### config.mk
export PLATFORM = sky130hd
export DESIGN_NAME = csof_cell
export DESIGN_NICKNAME = d
export VERILOG_FILES = /design/src/csof_pkg.sv /design/src/csof_cell.sv
export SDC_FILE = /design/constraint.sdc
export NUM_CORES = 1
export LEC_CHECK = 0
export BUFFER_PORTS_ARGS = -buffer_cell sky130_fd_sc_hd__buf_4
export CAP_MARGIN = 20
export CORE_ASPECT_RATIO = 1.5
export CORE_MARGIN = 5
export CORE_UTILIZATION = 57
export DETAILED_ROUTE_END_ITERATION = 8
export PLACE_DENSITY = 0.78
export SLEW_MARGIN = 20
export SYNTH_ARGS = -nofsm -noshare
export SYNTH_HDL_FRONTEND = slang
export SYNTH_SLANG_ARGS = --single-unit
### constraint.sdc
create_clock -name clk -period 7.2 [get_ports clk]
set_clock_uncertainty 0.1 [all_clocks]
set_input_delay 0.36 -clock clk [delete_from_list [all_inputs] [get_ports clk]]
set_output_delay 0.36 -clock clk [all_outputs]
set_load 0.02 [all_outputs]
### src/csof_pkg.sv
// ----------------------------------------------------------------------------
// csof_pkg
// shared types and constants of the seed overlap fitness block
// ----------------------------------------------------------------------------
package csof_pkg;

	localparam logic [9:0] RADIUS_SPAN = 10'd250;
	localparam logic [9:0] WINDOW_SPAN = 10'd500;

	localparam logic FUNC_LOAD = 1'b0;
	localparam logic FUNC_EVAL = 1'b1;

	localparam logic [1:0] ADDR_OBSTACLE_COUNT = 2'd0;

	typedef struct packed {
		logic        func;
		logic [3:0]  slot;
		logic [8:0]  obstacle_x;
		logic [8:0]  obstacle_y;
		logic [5:0]  obstacle_radius;
		logic [28:0] seed_bits;
	} csof_in_t;

	typedef struct packed {
		logic [7:0] fitness;
		logic       overlaps;
		logic [8:0] circle_x;
		logic [8:0] circle_y;
		logic [7:0] circle_radius;
	} csof_out_t;

	// item as it travels along the cell chain; loads reuse x, y and r
	typedef struct packed {
		logic       eval;
		logic [3:0] slot;
		logic [8:0] x;
		logic [8:0] y;
		logic [7:0] r;
		logic       hit;
	} csof_item_t;

endpackage

### src/csof_cell.sv
// ----------------------------------------------------------------------------
// csof_cell
// one obstacle cell: holds one table slot and tests each passing seed
// ----------------------------------------------------------------------------
module csof_cell #(
	parameter int CELL_INDEX = 0
) (
	input  logic                 clk,
	input  logic                 arst_n,
	input  logic                 en,
	input  logic [4:0]           obstacle_count,
	input  logic                 valid_in,
	input  csof_pkg::csof_item_t item_in,
	output logic                 valid_out,
	output csof_pkg::csof_item_t item_out
);
	import csof_pkg::*;

	localparam logic [7:0] CellIdx = 8'(CELL_INDEX);

	logic [8:0]  ox_q;
	logic [8:0]  oy_q;
	logic [5:0]  orad_q;

	logic        load_hit;
	logic        active;
	logic [8:0]  dx;
	logic [8:0]  dy;
	logic [8:0]  rs;
	logic [17:0] dx_sq;
	logic [17:0] dy_sq;
	logic [17:0] rs_sq;

	logic        valid_s1;
	logic        active_s1;
	csof_item_t  item_s1;
	logic [18:0] dist_s1;
	logic [17:0] reach_s1;
	csof_item_t  item_next;
	logic        valid_s2;
	csof_item_t  item_s2;

	always_comb begin
		load_hit = en && valid_in && !item_in.eval && (8'(item_in.slot) == CellIdx);
		active   = 8'(obstacle_count) > CellIdx;
		dx       = (item_in.x >= ox_q) ? 9'(item_in.x - ox_q) : 9'(ox_q - item_in.x);
		dy       = (item_in.y >= oy_q) ? 9'(item_in.y - oy_q) : 9'(oy_q - item_in.y);
		rs       = 9'(item_in.r) + 9'(orad_q);
		dx_sq    = 18'(dx) * 18'(dx);
		dy_sq    = 18'(dy) * 18'(dy);
		rs_sq    = 18'(rs) * 18'(rs);

		item_next     = item_s1;
		// touching circles do not count, hence strict compare
		item_next.hit = item_s1.hit
			| (active_s1 & item_s1.eval & (dist_s1 < 19'(reach_s1)));
	end

	// a load is captured as it passes, so older seeds ahead never see it
	always_ff @(posedge clk) begin
		if (load_hit) begin
			ox_q   <= item_in.x;
			oy_q   <= item_in.y;
			orad_q <= item_in.r[5:0];
		end
	end

	always_ff @(posedge clk or negedge arst_n) begin
		if (!arst_n) begin
			valid_s1 <= 1'b0;
			valid_s2 <= 1'b0;
		end else if (en) begin
			valid_s1 <= valid_in;
			valid_s2 <= valid_s1;
		end
	end

	always_ff @(posedge clk) begin
		if (en) begin
			item_s1   <= item_in;
			active_s1 <= active;
			dist_s1   <= 19'(dx_sq) + 19'(dy_sq);
			reach_s1  <= rs_sq;
			item_s2   <= item_next;
		end
	end

	assign valid_out = valid_s2;
	assign item_out  = item_s2;

endmodule

### Word level (Yosys, flattened, before mapping)

Cells that the tools add are included.

| word-level totals | value |
|---|---|
| bits in registers | 128 |
| input bits | 41 |
| output and inout bits | 33 |
| logic and storage cells | 43 |

| cells by class | value |
|---|---|
| add/sub/neg operators | 6 |
| $mul | 3 |
| magnitude comparators | 4 |
| mux-type cells | 2 |
| bitwise gates (word level) | 3 |
| reductions and logical operators | 5 |

Operators by type and width:

| cell | number |
|---|---|
| multiplier 9 x 9 -> 18 bit | 3 |
| subtractor 9 bit | 4 |
| adder 18 x 18 -> 19 bit | 1 |
| less-than comparator 19 x 18 -> 1 bit | 1 |
| >= comparator 9 bit | 2 |
| two-way mux 9 bit | 2 |
| adder 8 x 6 -> 9 bit | 1 |
| greater-than comparator 5 x 1 -> 1 bit, second input constant | 1 |
| zero test 4 bit | 1 |
| logical AND 1 bit | 3 |
| bitwise AND 1 bit | 2 |
| zero test 1 bit | 1 |
| bitwise OR 1 bit | 1 |

### Depth between registers and ports, before layout

Gate-level depths: netlist (run 1).

| depth | value |
|---|---|
| depth in word-level cells | 4 |
| gate-level depth with buffers | 33 |
| depth with buffers taken out | 32 |

### Least setup slack after synthesis (run 1)

No wires, ideal clock.

| path | value |
|---|---|
| path type | input -> register |
| start | input port item_in[15] (netlist name) |
| end | register dist_s1[17], data pin |
| setup time | 258 ps |
| arrival | 7,212 ps |
| required time | 6,842 ps |
| slack | -369 ps |
| stages on the path | 29 |
| buffers on the path | 2 |
| cells stage by stage | inv_1 -> ha_1 -> buf_6 -> a21o_1 -> and3_1 -> a211o_1 -> a41o_1 -> buf_6 -> a2111oi_2 -> a21oi_1 -> xor2_1 -> nand2_1 -> fa_1 -> inv_1 -> fa_1 -> fa_1 -> fa_1 -> fa_1 -> inv_1 -> fa_1 -> inv_1 -> ha_1 -> nand2_1 -> nand2_1 -> a21oi_1 -> o21ai_0 -> a221o_1 -> a21oi_1 -> xnor2_1 |

| between the ends | value |
|---|---|
| cells in the longest elaborated chain, start to end | 4 |

RTL lines:

| what | RTL line | text |
|---|---|---|
| start, declared | csof_cell.sv:13 | `input csof_pkg::csof_item_t item_in,` |
| subtractor 9 bit or >= comparator 9 bit (tied branches) | csof_cell.sv:47 | `dy = (item_in.y >= oy_q) ? 9'(item_in.y - oy_q) : 9'(oy_q - item_in.y);` |
| two-way mux 9 bit (*) | csof_cell.sv:47 |  |
| multiplier 9 x 9 -> 18 bit (*) | csof_cell.sv:50 | `dy_sq = 18'(dy) * 18'(dy);` |
| adder 18 x 18 -> 19 bit (*) | csof_cell.sv:82 | `dist_s1 <= 19'(dx_sq) + 19'(dy_sq);` |
| end signal, assigned | csof_cell.sv:82 |  |
| end, declared | csof_cell.sv:37 | `logic [18:0] dist_s1;` |

Every way passes the cells marked *; elsewhere a longest branch is shown, timed or not.
A chain may end at the register's enable or synchronous reset.

### Worst setup path in the final report (run 1)

| path | value |
|---|---|
| start | register oy_q[3] |
| end | register dist_s1[17], data pin |

| between the ends | value |
|---|---|
| cells in the longest elaborated chain, start to end | 4 |

RTL lines:

| what | RTL line | text |
|---|---|---|
| start, declared | csof_cell.sv:22 | `logic [8:0] oy_q;` |
| start signal, assigned | csof_cell.sv:63 | `oy_q <= item_in.y;` |
| subtractor 9 bit or >= comparator 9 bit (tied branches) | csof_cell.sv:47 |  |
| two-way mux 9 bit (*) | csof_cell.sv:47 |  |
| multiplier 9 x 9 -> 18 bit (*) | csof_cell.sv:50 |  |
| adder 18 x 18 -> 19 bit (*) | csof_cell.sv:82 |  |

Marked as above.

==> metrics.txt, run 1 <==
status=finished, violations left; failing checks=setup timing; setup ws final=-199 ps; setup TNS=-488 ps; DPL Wire Length=21,200 µm; asr flop ratio synth=0.0157; # port buffers=73; Required @ worst endpoint=approximately 7300 ps; library cells used by synthesis=64; DR pass1 iterations=5; via count=around 9,200; Clock Tree Buf Depth=2; dpl cell area=approximately 14,000 µm²; period utilization=1.03; MaxCap Viol Count=0; critical path class=flip-flop to flip-flop; fraction of layout cells with a size suffix above 1=0.308; Arrival @ worst endpoint=7490 ps; #FFs+latches synth=127; Net count, final=between 1,500 and 2,000; final hold violation count=0; Starting Density=0.580; Syn Std Cell Area=about 12,000 µm²; TritonCTS clock tree=done; vias per inst=5.41; largest net degree at the start of global routing=71; vias in the first global route=around 10,000; Worst-Skew Late Latency=about 430 ps; fin crit period=between 7000 and 8000 ps; WL final=slightly below 30,000 µm; Post-Layout Cell Count=approximately 1,700; initial DRC count=roughly 430; Setup crit start kind=flip-flop; register area share after synthesis=0.310; cts bufs inserted=17; GR Overflow Total=0; RSZ-0062 raised after global routing=yes; Mapped Nets=1,480; worst-margin pin slew=931 ps; I/O pin cnt=74; CTS HTree Levels=4; CTS clock-pin slew for the worst setup and hold paths=about 60 ps; Post-DRT Antenna Nets=0; Die ar.=~25,000 µm²; DR WL/cell=roughly 17 µm; fill cell count=around 1,300; Setup crit start=oy_q[3]; Core Area=about 21,000 µm²; Root Buffer=clkbuf_16; worst r2r src=oy_q[3]; ys flop type=edfxtp_1; CTS Sinks=around 130; peak fanout along the critical path=7; first-pass GRT wire length=roughly 47,000 µm; Relative slew margins=0.379; antenna violations before repair=0; GP Congestion=just over 0.9; Cells after Synth=~1,200; Synth-to-Final Area Change=28.7%; Yosys warnings=0; fmax=roughly 140 MHz; Antenna diodes=0; Hold Crit Start=item_in[0]; DRC Markers=0; Worst setup EP type=flip-flop; Die Width=between 100 and 150 µm; Post-synth EDFFs=roughly 130; Total GRT Usage=0.244; max-slew violation total from the final report=0; dpl ws=-463 ps; Die Y=~190 µm; Syn Area/Cell=between 10 and 15 µm²; final instance area=between 15,000 and 20,000 µm²; Rows=between 60 and 70; HP Class=primary input to flip-flop; Final Setup Violations=4; Cell Count Post-Placement=around 1,600
==> worst max-delay path, cell delays in order, from the launching register on <==
cell and delay (ps):
edfxtp_1 410, ha_1 330, nand4_1 140, o21bai_1 120
a211o_1 340, a41o_4 320, buf_12 150, mux2i_4 200
xor2_4 210, buf_4 170, or2_2 310, fa_1 540
fa_1 450, fa_1 530, fa_1 440, fa_1 500
fa_1 550, inv_2 50, ha_4 210, a21o_1 170
nand2_1 50, nand2_1 60, a21oi_2 130, o21ai_2 80
a221o_1 380, a21oi_2 160, xnor2_1 70
==> final timing paths <==
check | end | slack (ps) | cells after the start
max in group asynchronous | valid_out | 6760 | 2
worst min register to register | item_out[9] | 320 | 0
worst min-delay path | item_s1[0] | 10 | 1
min in group asynchronous | valid_out | 150 | 2
worst max-delay path | dist_s1[17] | -200 | 26
worst max register to register | dist_s1[17] | -200 | 26
==> cell families (layout without fill, tap and decap cells) <==
logic type      after synthesis  in the layout  share of synthesized area
simple gates                222            222                     0.0846
mux                          13             13                     0.0118
other cells                   1              1                   0.000306
flops                       127            127                      0.310
buf+inv                     293            567                     0.0915
compound gates              158            158                     0.0843
xor+xnor                     55             55                     0.0414
fa+ha+maj                   285            285                      0.376
==> routing by layer <==
| metal | part of all wire | GRT usage | vias up |
|---|---|---|---|
| li1 | - | - | 4222 |
| met3 | 0.045 | 0.0447 | 120 |
| met5 | 0 | 0 | - |
| met2 | 0.55 | 0.446 | 291 |
| met1 | 0.35 | 0.256 | 4548 |
| met4 | 0.058 | 0.139 | 0 |
==> flip-flops by register name, summed over array words and instances, names as in the netlist <==
signal / flops
item_out: 32
active_s1: 1
item_next: 31
valid_s1: 1
dist_s1: 19
orad_q: 6
valid_out: 1
oy_q: 9
item_s1: 1
reach_s1: 17
ox_q: 9
==> cell type report <==
cell class                 instances  area, µm²  area share
timing repair buffer             262       2020       0.128
sequential                       127       3800       0.241
tap                              268        335      0.0212
clock buffer                      18        429      0.0272
multi-input combinational        734       8010       0.508
clock inverter                    14        159      0.0101
inverter                         273       1030      0.0652
==> stage by stage <==
step / utilization / hold slack [ps]
2_1_floorplan: - / -35.6
3_3_place_gp: 0.679 / 43.0
3_5_place_dp: 0.679 / 42.8
4_1_cts: 0.730 / 5.23
5_1_grt: 0.747 / 0.714
6_report: 0.747 / 10.7
==> cell usage in the layout, fill, tap and decap left out, drive strengths merged, types with 28 or more instances in the layout <==
master,netlist,final
inv,273,277
nor2,94,94
buf,6,261
xnor2,33,33
o21ai,28,28
nand2,54,54
edfxtp,125,125
a21o,29,29
ha,146,146
a21oi,52,52
fa,139,139
==> timing repair <==
action	CTS	global route
setup endpoints to repair	9	10
resized for setup	65	71
hold buffers	1	0
endpoints found under the hold margin	2	0
pin swaps	64	59
setup buffers	21	12
==> Yosys cell counts (all sizes together), types with 11 or more instances <==
library cell | n | area, µm²
inv | 273 | 1030
ha | 146 | 1830
fa | 139 | 2780
edfxtp | 125 | 3750
nor2 | 94 | 353
nand2 | 54 | 208
a21oi | 52 | 260
xnor2 | 33 | 289
a21o | 29 | 218
o21ai | 28 | 140
xor2 | 22 | 219
clkbuf | 14 | 52.6
nor2b | 14 | 95.1
or2 | 14 | 87.6
o21bai | 13 | 97.6
mux2i | 11 | 123
nand2b | 11 | 68.8
Power of run 1 is left out: the tool's default activity adds up to more than one toggle a clock period on the data nets, which glitch-free logic cannot reach.
==> run 2, diff against run 1 <==
CELL_PAD_IN_SITES_DETAIL_PLACEMENT = 0   (was not set)
CELL_PAD_IN_SITES_GLOBAL_PLACEMENT = 1   (was not set)
CORE_UTILIZATION = 46   (was 57)
PLACE_DENSITY = not set   (was 0.78)
PLACE_DENSITY_LB_ADDON = 0.1   (was not set)
==> run 2 against run 1 <==
Against the previous run:
- the flow still finishes with violations (setup timing)
- count of clock-buffer cells in the layout rose by 1
- cell area rose by 1.6%
- flip-flop and latch count unchanged
- worst hold slack improved by 16 ps
- via count shrank 5.7%
==> metrics.txt, run 2 (synthesis results as in run 1) <==
via count=8,654; RSZ-0062 raised after global routing=yes; DR pass1 iterations=4; GP Congestion=0.827; largest net degree at the start of global routing=between 60 and 70; failing checks=setup timing; Hold EP=orad_q[4]; max incr delay on CP=about 570 ps; R2R Path End=dist_s1[17]; FF-to-FF path depth=28; Setup crit start kind=flip-flop; Clock Tree Buf Depth=2; CTS Sinks=roughly 130; DRC Markers=0; Die Y=roughly 210 µm; # port buffers=73; Post-DRT Antenna Nets=0; worst-margin pin slew=around 800 ps; CTS HTree Levels=4; antenna violations before repair=0; Worst setup EP type=flip-flop; final hold violation count=0; Post-Layout Cell Count=~1,800; peak fanout along the critical path=6; fill cell count=roughly 2,200; Starting Density=0.465; area taken by multi-input logic gates=7990 µm²; Antenna diodes=0; DR WL/cell=between 15 and 20 µm; reg-to-reg slack, setup=-70 ps; FF+latch area=approximately 3800 µm²; vias per inst=roughly 4.8; Root Buffer=clkbuf_16; max reg flops=32; WL final=roughly 27,000 µm; period utilization=1.01; Buf/Inv on CP=5; Arrival @ worst endpoint=roughly 7400 ps; Relative slew margins=0.461; Final Setup Violations=5; setup ws final=-71.7 ps; Die ar.=approximately 30,000 µm²; DPL Wire Length=roughly 22,000 µm; TritonCTS clock tree=done; critical path's top delay family=adder cells; Required @ worst endpoint=~7300 ps; GR Overflow Total=0; Die Width=between 100 and 150 µm; Worst-Skew Late Latency=between 400 and 500 ps; Total GRT Usage=0.192; first-pass GRT wire length=~45,000 µm; Hold Crit Start=item_in[5]; CTS clock-pin slew for the worst setup and hold paths=60 ps; initial DRC count=200; commonest non-fill, non-tap cell in the layout=buf_4; Cell Count Post-Placement=between 1,500 and 2,000; highest-count cells in the layout ignoring fill and taps=buf_4 (267), inv_1 (250), fa_1 (129); Core Area=~26,000 µm²; Rows=73; critical path class=flip-flop to flip-flop; vias in the first global route=roughly 9,500; cts bufs inserted=17; Net count, final=about 1,800; fmax=138 MHz; Hold Crit Depth=1; fin crit period=between 7000 and 8000 ps; max-slew violation total from the final report=0; worst r2r src=oy_q[1]; MaxCap Viol Count=0; Synth-to-Final Area Change=30.8%; I/O pin cnt=74; HP Class=primary input to flip-flop; status=finished, violations left; cell mode on critical path=fa_1; CP max stage cell=fa_1; fraction of layout cells with a size suffix above 1=0.316; setup TNS=-163 ps
==> run 2: how the worst max path moves through the flow <==
stage,start,end,slack (ps),depth (start not counted)
after floorplan,item_in[15],dist_s1[17],-2,29
after global placement,item_in[18],dist_s1[18],-550,31
after detailed placement,item_in[9],dist_s1[18],-600,30
after CTS,oy_q[6],dist_s1[17],-100,26
after global routing,oy_q[1],dist_s1[17],-390,36
final,oy_q[1],dist_s1[17],-70,28
==> run 2: metal layers <==
layer	routed length [µm]	vias up	global-route usage	part of all wire
li1	-	4276	-	-
met4	1240	0	0.0897	0.045
met2	15700	115	0.376	0.57
met1	9810	4193	0.198	0.36
met3	618	70	0.0245	0.023
met5	0	-	0	0
==> run 2: layout make-up <==
type,instances,area share
tap,337,0.0263
timing repair buffer,289,0.140
inverter,273,0.0642
multi-input combinational,734,0.498
clock inverter,13,0.00663
clock buffer,19,0.0270
sequential,127,0.237
==> run 2: worst register-to-register path, delay by kind of cell, from the launching register on <==
kind	cells	cell delay, ps
XOR/XNOR	1	70
AND/OR/NAND/NOR	5	440
buffers and inverters	5	580
adder cells (fa/ha/maj)	8	3470
flip-flops	1	400
AO/OA/AOI/OAI	9	1970
==> run 2: what timing repair did <==
action / in CTS / in global routing
hold buffers: 4 / 0
gates resized for setup: 67 / 75
pin swaps: 67 / 75
endpoints found under the hold margin: 5 / 0
setup buffers: 24 / 14
setup endpoints to repair: 9 / 9
gates cloned: 0 / 1
==> run 2: metrics by stage <==
stage          setup slack [ps]   util  hold slack, ps  area [µm²]
5_1_grt                    -386  0.608            11.0       16000
3_3_place_gp               -547  0.552            43.6       14600
3_5_place_dp               -603  0.552            45.6       14600
4_1_cts                   -97.7  0.592            9.57       15600
2_1_floorplan             -1.98      -           -35.6       12400
6_report                  -71.7  0.608            27.1       16000
Power of run 2 is left out for the same reason.
