`config.mk`:
```
export PLATFORM = sky130hd
export DESIGN_NAME = csof_decode
export DESIGN_NICKNAME = d
export VERILOG_FILES = /design/src/csof_pkg.sv /design/src/csof_decode.sv
export SDC_FILE = /design/constraint.sdc
export NUM_CORES = 1
export LEC_CHECK = 0
export ABC_AREA = 1
export CORE_MARGIN = 2
export CORE_UTILIZATION = 45
export DETAILED_ROUTE_END_ITERATION = 10
export DONT_BUFFER_PORTS = 1
export MAX_ROUTING_LAYER = met4
export PLACE_DENSITY = 0.68
export SLEW_MARGIN = 10
export SYNTH_ARGS = -nofsm -noshare
export SYNTH_HDL_FRONTEND = slang
export SYNTH_SLANG_ARGS = --single-unit
```
`constraint.sdc`:
```
create_clock -name clk -period 1.02 [get_ports clk]
set_input_delay 0.204 -clock clk [delete_from_list [all_inputs] [get_ports clk]]
set_output_delay 0.204 -clock clk [all_outputs]
set_load 0.05 [all_outputs]
```
`src/csof_pkg.sv`:
```
// ----------------------------------------------------------------------------
// csof_pkg
// shared types and constants of the seed overlap fitness block
// ----------------------------------------------------------------------------
package csof_pkg;

	localparam logic [9:0] RADIUS_SPAN = 10'd250;
	localparam logic [9:0] WINDOW_SPAN = 10'd500;

	localparam logic FUNC_LOAD = 1'b0;
	localparam logic FUNC_EVAL = 1'b1;

	localparam logic [1:0] ADDR_OBSTACLE_COUNT = 2'd0;

	typedef struct packed {
		logic        func;
		logic [3:0]  slot;
		logic [8:0]  obstacle_x;
		logic [8:0]  obstacle_y;
		logic [5:0]  obstacle_radius;
		logic [28:0] seed_bits;
	} csof_in_t;

	typedef struct packed {
		logic [7:0] fitness;
		logic       overlaps;
		logic [8:0] circle_x;
		logic [8:0] circle_y;
		logic [7:0] circle_radius;
	} csof_out_t;

	// item as it travels along the cell chain; loads reuse x, y and r
	typedef struct packed {
		logic       eval;
		logic [3:0] slot;
		logic [8:0] x;
		logic [8:0] y;
		logic [7:0] r;
		logic       hit;
	} csof_item_t;

endpackage

```
`src/csof_decode.sv`:
```
// ----------------------------------------------------------------------------
// csof_decode
// entry stage: unpacks the seed into a circle and forms the chain item
// ----------------------------------------------------------------------------
module csof_decode (
	input  logic                clk,
	input  logic                arst_n,
	input  logic                en,
	input  logic                in_valid,
	input  csof_pkg::csof_in_t  in_data,
	output logic                valid_out,
	output csof_pkg::csof_item_t item_out
);
	import csof_pkg::*;

	logic [8:0] r_abs;
	logic [9:0] y_abs;
	logic [9:0] x_raw;
	logic [7:0] r_mod;
	logic [8:0] y_mod;
	logic [8:0] x_mod;
	csof_item_t item_d;
	logic       valid_s1;
	csof_item_t item_s1;

	always_comb begin
		r_abs = in_data.seed_bits[8] ? 9'(~in_data.seed_bits[8:0] + 9'd1)
			: in_data.seed_bits[8:0];
		y_abs = in_data.seed_bits[18] ? 10'(~in_data.seed_bits[18:9] + 10'd1)
			: in_data.seed_bits[18:9];
		x_raw = in_data.seed_bits[28:19];

		r_mod = (10'(r_abs) >= RADIUS_SPAN) ? 8'(10'(r_abs) - RADIUS_SPAN) : 8'(r_abs);
		y_mod = (y_abs >= WINDOW_SPAN) ? 9'(y_abs - WINDOW_SPAN) : 9'(y_abs);
		// x spans up to 1023, just over twice the window, so two steps of reduction
		if (x_raw >= 10'(2 * 500))
			x_mod = 9'(x_raw - 10'(2 * 500));
		else if (x_raw >= WINDOW_SPAN)
			x_mod = 9'(x_raw - WINDOW_SPAN);
		else
			x_mod = 9'(x_raw);

		item_d.eval = (in_data.func == FUNC_EVAL);
		item_d.slot = in_data.slot;
		item_d.hit  = 1'b0;
		if (in_data.func == FUNC_EVAL) begin
			item_d.x = x_mod;
			item_d.y = y_mod;
			item_d.r = r_mod;
		end else begin
			item_d.x = in_data.obstacle_x;
			item_d.y = in_data.obstacle_y;
			item_d.r = 8'(in_data.obstacle_radius);
		end
	end

	always_ff @(posedge clk or negedge arst_n) begin
		if (!arst_n) begin
			valid_s1 <= 1'b0;
		end else if (en) begin
			valid_s1 <= in_valid;
		end
	end

	always_ff @(posedge clk) begin
		if (en) begin
			item_s1 <= item_d;
		end
	end

	assign valid_out = valid_s1;
	assign item_out  = item_s1;

endmodule

```
* Word level (Yosys, flattened, before mapping) *
Cells that the tools add are included.

storage, ports and cells
  register bits = 32
  bits of input ports = 62
  output and inout port bits = 33

cells by class
  add/subtract/negate cells = 6
  magnitude comparators = 4
  muxes and demuxes = 7
  bitwise logic cells = 2

operators with widths
  operator                                                                 number
  9-bit 2-to-1 mux                                                         4
  9-bit subtractor (second input constant)                                 3
  26-bit 2-to-1 mux                                                        1
  10-bit by 9-bit >= comparator with 1-bit output (second input constant)  2
  10-bit by 1-bit adder with 10-bit output (second input constant)         1
  10-bit >= comparator (second input constant)                             1
  10-bit 2-to-1 mux                                                        1
  10-bit inverter                                                          1
  9-bit by 1-bit adder with 9-bit output (second input constant)           1
  9-bit by 8-bit >= comparator with 1-bit output (second input constant)   1
  9-bit inverter                                                           1
  8-bit 2-to-1 mux                                                         1
  8-bit subtractor (second input constant)                                 1

* Depth between registers and ports, before layout *
Gate-level depths: netlist of run 1.

  depth after elaboration = 6
  mapped depth = 18
  gate-level depth less buffers = 18

* Worst setup path after synthesis of run 1 *
Ideal clock, no wire load.

  path type = input to register
  start = input port in_data[1] (netlist bit)
  end = register item_s1 (netlist bit item_out[7]) (data pin)
  setup time = 0.250 ns
  data arrival time = 1.547 ns
  setup slack = -0.777 ns
  stages on the path = 16
  path buffers = 0
  cell sequence = inv_1 > ha_1 > nand2_1 > o21ai_2 > inv_1 > ha_1 > inv_1 > nand2_2 > nor2_4 > nand2_2 > nand2_2 > nand2_4 > nand2_4 > nand3_1 > nand3_1 > inv_1

between the ends
  cells in the longest elaborated chain, start to end = 5
  elaborated cells between the ends (all ways) = 6
  classes of those cells = 2 x add/sub; 1 x order compare; 2 x mux; 1 x bitwise

RTL lines
  item                                                                                line               RTL
  start: declaration                                                                  csof_decode.sv:10  input csof_pkg::csof_in_t in_data,
  9-bit inverter                                                                      csof_decode.sv:27  r_abs = in_data.seed_bits[8] ? 9'(~in_data.seed_bits[8:0] + 9'd1)
  9-bit by 1-bit adder with 9-bit output                                              csof_decode.sv:27
  9-bit 2-to-1 mux (*)                                                                csof_decode.sv:27
  8-bit subtractor or 9-bit by 8-bit >= comparator with 1-bit output (tied branches)  csof_decode.sv:33  r_mod = (10'(r_abs) >= RADIUS_SPAN) ? 8'(10'(r_abs) - RADIUS_SPAN) : 8'(r_abs);
  8-bit 2-to-1 mux (*)                                                                csof_decode.sv:33
  end signal: assignment                                                              csof_decode.sv:67  item_s1 <= item_d;
  end: declaration                                                                    csof_decode.sv:24  csof_item_t item_s1;

Every way passes the cells marked *; elsewhere a longest branch is shown, timed or not.
A chain may end at the register's enable or synchronous reset.

==> metrics.md, run 1 <==
| Metric | Value |
|---|---|
| Setup CP Type | `input port to flip-flop` |
| PnR worst setup slack | `-0.4937 ns` |
| Clk buf depth | `2` |
| Total gr overflow | `0` |
| TritonCTS clock tree | `yes` |
| Wire length on met3 | `447 microns` |
| Hpwl dp | `4631 microns` |
| Crit-path max cell delay | `roughly 0.23 ns` |
| Mapped Area | `2461 sq um` |
| Initial Utilization | `between 40 and 50%` |
| Final worst path period share | `148.4%` |
| Fin Hold WS | `about 0.025 ns` |
| Initial antenna violation count | `0` |
| Final Max Tran Viols | `0` |
| Yosys reg bits | `32` |
| Die W | `between 70 and 80 microns` |
| Most common cell in the netlist | `nand2_1` |
| Max Cap Viol | `0` |
| Layout cells sized above 1 | `48.46%` |
| Vias | `between 2,000 and 3,000` |
| Placed cell count | `467` |
| Die Height | `77.96 microns` |
| Failing checks | `setup timing` |
| Avg WL per Cell | `~14 microns` |
| Crit path max fanout | `4` |
| # diodes | `0` |
| Detail Route met2 WL | `3465 microns` |
| Pleak | `between 0.0015 and 0.002 uW` |
| Sink Count | `32` |
| Final Hold Viols | `0` |
| Floorplan row count | `26` |
| Synth area leader | `edfxtp_1` |
| CP top delay family | `simple AND/OR/NAND/NOR gates` |
| Global-route wire length before repair | `~10,000 microns` |
| Critical path launch point type | `input port` |
| Via density | `around 5.1` |
| Maximum clock frequency | `~660 MHz` |
| I/O Buffers | `0` |
| Area growth from synthesis to layout | `59.84%` |
| Seq/Total Area, Yosys | `38.84%` |
| TNS Setup | `-7.267 ns` |
| Worst VDD drop | `roughly 0.96 mV` |
| RSZ-0062 raised after global routing | `true` |
| Worst Path Required | `1.05 ns` |
| Tmin final | `1.514 ns` |
| Pwr Density | `~1200 nW/um^2` |
| Post-synth top cells | `nand2_1, inv_1, nand3_1, edfxtp_1, nor2_1` |
| Largest net degree at the start of global routing | `33` |
| Tot GR Track Use | `between 20% and 30%` |
| Worst hold path type | `input port to flip-flop` |
| Main synth FF type | `edfxtp_1` |
| Syn nets | `~400` |
| Vias in the first global route | `around 2,300` |
| Yosys warnings | `0` |
| Critical Path Most Common Cell | `nand2_1` |
| CORE AREA | `~5200 sq um` |
| Worst path cell trace | `nor3_4 > nor2_1 > nand2_1 > nand2_2 > inv_2 > ha_4 > nand3_2 > nand4_1 > nand2_1 > inv_2 > nand2_4 > nand2_4 > nand2_2 > nand3_2 > nand2_1` |
| H-tree Lvls | `2` |
| # nets final | `a little under 500` |
| Slowest cell on crit path | `nor3_4` |
| WL final | `6722 microns` |
| Crit end category | `flip-flop` |
| Status | `finished, violations left` |
| Ports | `95` |
| Post-synth ARST share | `3.125%` |
| Final setup fails | `38` |
| Post-route DRC | `0` |
| Post-synth EDFFs | `31` |
| Clock transition at the registers of the reported paths | `around 0.060 ns` |
| Total chip power | `~4600 uW` |
| Die area | `~6000 sq um` |
| Cells after Synth | `330` |
| TritonRoute pass-1 iters | `4` |
| Arr. time, crit path | `~1.6 ns` |
| Routed Antenna Nets | `0` |
| Post-synth cell types | `33` |
| Top post-synthesis cells by area | `edfxtp_1, nand2_1, nand3_1, inv_1, ha_1` |
| Placer Congestion | `0.8493` |
| Top layer in use | `met4` |
| Synth top area share | `a little under two fifths` |
| Clock Skews | `0 ns` |
| Final cell count without fillers | `around 500` |
| DRT iter0 DRCs | `82` |
| Critical path buffers and inverters | `2` |
| M1 wire length | `about 2700 microns` |
| Dpl ws | `-0.7718 ns` |
| CTS Buf Count | `5` |
| Synthesized area per cell | `approximately 7.5 sq um` |
| CTS root buffer | `clkbuf_8` |
| Worst-Skew Late Latency | `roughly 0.27 ns` |
| Fill count | `359` |
[timing repair]
action,in CTS,in global routing
gates cloned,0,0
setup endpoints to repair,53,53
hold buffers,1,0
pin swaps,35,34
resized for setup,68,46
endpoints found under the hold margin,1,0
setup buffers,15,4
[cell type report]
| class | count | area [sq um] | share of cell area (%) |
|---|---|---|---|
| clock buffer | 7 | 96.34 | 2.449 |
| clock inverter | 1 | 30.03 | 0.7634 |
| inverter | 40 | 202.7 | 5.153 |
| multi-input combinational | 249 | 1683 | 42.78 |
| sequential | 32 | 955.9 | 24.30 |
| tap | 70 | 87.58 | 2.226 |
| timing repair buffer | 94 | 878.3 | 22.33 |
[per-stage QoR]
stage / utilization, % / instance area [sq um]
floorplan: - / 2623
global placement: 62.12 / 3233
detailed placement: 62.12 / 3233
CTS: 71.59 / 3726
global route: 75.58 / 3934
finish: 75.58 / 3934
[power breakdown]
group | internal, uW | switching (uW)
registers | 1600 | 56.5
logic | 710 | 960
clock network | 861 | 438
total | 3170 | 1450
[worst paths after layout]
path | from | to | slack, ns | cells past startpoint
worst max register to register | valid_out | valid_out | 0.25 | 1
worst max-delay path | in_data[9] | item_out[11] | -0.49 | 15
max in group asynchronous | arst_n | valid_out | 0.77 | 1
worst min-delay path | in_data[56] | item_out[30] | 0.02 | 0
worst min register to register | valid_out | valid_out | 0.55 | 1
min in group asynchronous | arst_n | valid_out | 0.14 | 1
[logic make-up (layout without fill, tap and decap cells)]
group	after synthesis	in the layout	share of synthesized area (%)
compound gates	27	27	5.796
xor+xnor	8	8	2.847
fa+ha+maj	10	10	5.084
buf+inv	49	142	8.438
flops	32	32	38.84
mux	1	1	0.4575
other cells	1	1	0.1524
simple gates	202	202	38.38
[registers in the layout (all words and copies together) (netlist names)]
name and cells:
item_out 31, valid_out 1
[placed cells by master, fill, tap and decap left out, drive strengths merged, types with 2 or more instances in the layout]
| cell type | n |
|---|---|
| a21oi | 6 |
| nand2 | 130 |
| clkbuf | 7 |
| clkinvlp | 2 |
| nand4 | 3 |
| xor2 | 7 |
| nor3 | 6 |
| ha | 10 |
| buf | 93 |
| nor2 | 22 |
| edfxtp | 31 |
| nand3b | 5 |
| inv | 38 |
| nand3 | 34 |
| o21ai | 19 |
[routing by layer]
layer / vias to the layer above / track usage (%)
li1: 1257 / -
met3: 20 / 5.465
met1: 1137 / 23.22
met4: 0 / 5.263
met2: 86 / 39.66
met5: - / -
Note: power is estimated with default switching activity, not from simulation.
==> run 2, diff against run 1 <==
==> constraint.sdc (replaced) <==
create_clock -name clk -period 1.02 [get_ports clk]
set_input_delay 0.204 -clock clk [delete_from_list [all_inputs] [get_ports clk]]
set_output_delay 0.204 -clock clk [all_outputs]
set_load 0.1 [all_outputs]
==> run 2 against run 1 <==
Against the previous run: the run still ends with setup timing left; utilization up 6.3 points; register-to-register slack worse by 0.11 ns; cell count is 1.2% higher; routed wire length increased by 17%; fmax increased by 1.5%; sequential power is 4% higher; largest power group unchanged.
==> metrics.md, run 2 (synthesis results as in run 1) <==
| Metric | Value |
|---|---|
| Post-route DRC | `0` |
| Hpwl dp | `a little over 5000 microns` |
| Vias | `approximately 2,600` |
| Ports | `between 90 and 100` |
| Max Cap Viol | `0` |
| H-tree Lvls | `2` |
| Fill count | `about 300` |
| Critical path launch point type | `input port` |
| Hold path cells | `0` |
| Largest register FFs | `31` |
| Placer Congestion | `about 0.84` |
| Layout cells sized above 1 | `49.65%` |
| Routed Antenna Nets | `0` |
| Crit path max fanout | `6` |
| RR Endpoint | `valid_out` |
| Worst hold path type | `input port to flip-flop` |
| Final setup fails | `53` |
| TritonCTS clock tree | `yes` |
| DRT iter0 DRCs | `about 110` |
| Arr. time, crit path | `about 1.5 ns` |
| Crit end category | `flip-flop` |
| I/O Buffers | `0` |
| Via density | `5.275` |
| Die area | `just over 6000 sq um` |
| Final Max Tran Viols | `0` |
| Max transition margin | `approximately 67%` |
| Vias in the first global route | `roughly 2,500` |
| Most common cell after layout, fill and taps aside | `nand2_1` |
| Clock transition at the registers of the reported paths | `around 0.08 ns` |
| Fin Hold WS | `between 0.015 and 0.02 ns` |
| Startpoint of the worst register-to-register path | `valid_out` |
| # diodes | `0` |
| Sequential power share | `a little under a third` |
| Final cell count without fillers | `roughly 500` |
| Final Hold Viols | `0` |
| CORE AREA | `5205 sq um` |
| Layout Cell Area excl Fill | `between 4000 and 5000 sq um` |
| PnR worst setup slack | `-0.4713 ns` |
| Worst Path Required | `around 1.1 ns` |
| Total gr overflow | `0` |
| Initial antenna violation count | `0` |
| Layout Utilization | `between 80 and 90%` |
| Maximum clock frequency | `about 670 MHz` |
| Tmin final | `1.491 ns` |
| WL final | `~7900 microns` |
| Switching Share | `about 38%` |
| Setup CP Type | `input port to flip-flop` |
| Hold endpoint | `item_out[27]` |
| Die Height | `slightly below 80 microns` |
| Logic pwr share | `44.1%` |
| Cell-internal power | `around 3400 uW` |
| Failing checks | `setup timing` |
| CTS Buf Count | `5` |
| Tot GR Track Use | `25.26%` |
| Avg WL per Cell | `between 15 and 20 microns` |
| Hold path start | `in_data[53]` |
| Commonest non-fill, non-tap cells in the layout | `nand2_1, buf_4, buf_12, edfxtp_1, nand2_2` |
| Worst VDD drop | `1.409 mV` |
| Worst-Skew Late Latency | `~0.28 ns` |
| Initial Utilization | `47.28%` |
| Clock power frac | `24.6%` |
| Clk buf depth | `2` |
| Clock Skews | `0 ns` |
| Switch Pwr | `between 2000 and 2500 uW` |
| Pwr Density | `1281 nW/um^2` |
| RSZ-0062 raised after global routing | `true` |
| CTS root buffer | `clkbuf_8` |
| Final worst path period share | `146.2%` |
| Sink Count | `32` |
| Placed Area | `3610 sq um` |
| Placed cell count | `465` |
| Floorplan row count | `26` |
| Reg-to-reg setup timing slack | `0.14 ns` |
| Status | `finished, violations left` |
| Total chip power | `~5500 uW` |
| Area growth from synthesis to layout | `73.26%` |
| # nets final | `500` |
| Pleak | `0.001965 uW` |
| TritonRoute pass-1 iters | `4` |
| Die W | `approximately 80 microns` |
| Global-route wire length before repair | `approximately 12,000 microns` |
| Largest net degree at the start of global routing | `33` |
| Slew at the pin closest to its max-slew limit | `~0.49 ns` |
| R2r worst-path depth | `1` |
-- run 2: changes by cell type in the layout (fill, tap and decap cells not counted), sizes merged --
cell,delta
buf,+4
clkinvlp,-1
inv,+1
dlygate4sd3,+2
-- run 2: metal layers --
metal / vias to the layer above / share of wire [%] / global-route usage (%)
met5: - / 0 / -
met4: 0 / 2.6 / 6.667
met3: 24 / 6.2 / 5.000
met2: 105 / 52 / 44.14
met1: 1241 / 40 / 29.81
li1: 1262 / - / -
-- run 2: per-stage QoR --
step                setup TNS, ns  setup slack, ns
floorplan                  -13.30          -0.6892
detailed placement         -13.59          -0.7722
CTS                        -8.689          -0.4165
global route               -12.57          -0.5579
global placement           -12.56          -0.7172
finish                     -10.10          -0.4713
-- run 2: repair_timing --
action,4_1_cts,5_1_grt
pin swaps,34,43
setup buffers,16,9
hold endpoints to repair,1,2
endpoints found under the setup margin,53,53
cloned,0,0
resized for setup,45,39
hold buffers,1,2
-- run 2: area by class of cell --
class	instances	area [sq um]	area share, %
tap	70	87.58	2.054
sequential	32	959.7	22.51
inverter	40	196.4	4.607
multi-input combinational	249	1693	39.70
clock buffer	7	96.34	2.259
timing repair buffer	100	1201	28.17
clock inverter	1	30.03	0.7042
-- run 2: worst max path at each step --
| stage | from | to |
|---|---|---|
| after floorplan | in_data[0] | item_out[2] |
| after global placement | in_data[0] | item_out[2] |
| after detailed placement | in_data[0] | item_out[2] |
| after CTS | in_data[0] | item_out[3] |
| after global routing | in_data[11] | item_out[13] |
| final | in_data[0] | item_out[2] |
-- run 2: power groups by stage --
stage	sequential, uW	combinational, uW	clock [uW]
2_1_floorplan	2560	535	0
3_3_place_gp	1730	2100	0
3_5_place_dp	1730	2130	0
4_1_cts	1710	2280	1350
5_1_grt	1720	2510	1410
6_report	1710	2410	1340
-- run 2: worst max-delay path, stage by stage --
cell	delay (ns)
inv_12	0.02
ha_4	0.24
nand2_2	0.05
o21ai_2	0.06
inv_2	0.07
ha_4	0.15
inv_2	0.05
nand2_2	0.06
nor2_4	0.11
nand2_2	0.07
nand2_2	0.08
nand2_4	0.09
nand2_8	0.10
nand2_2	0.06
nand3_2	0.06
nand2_1	0.06
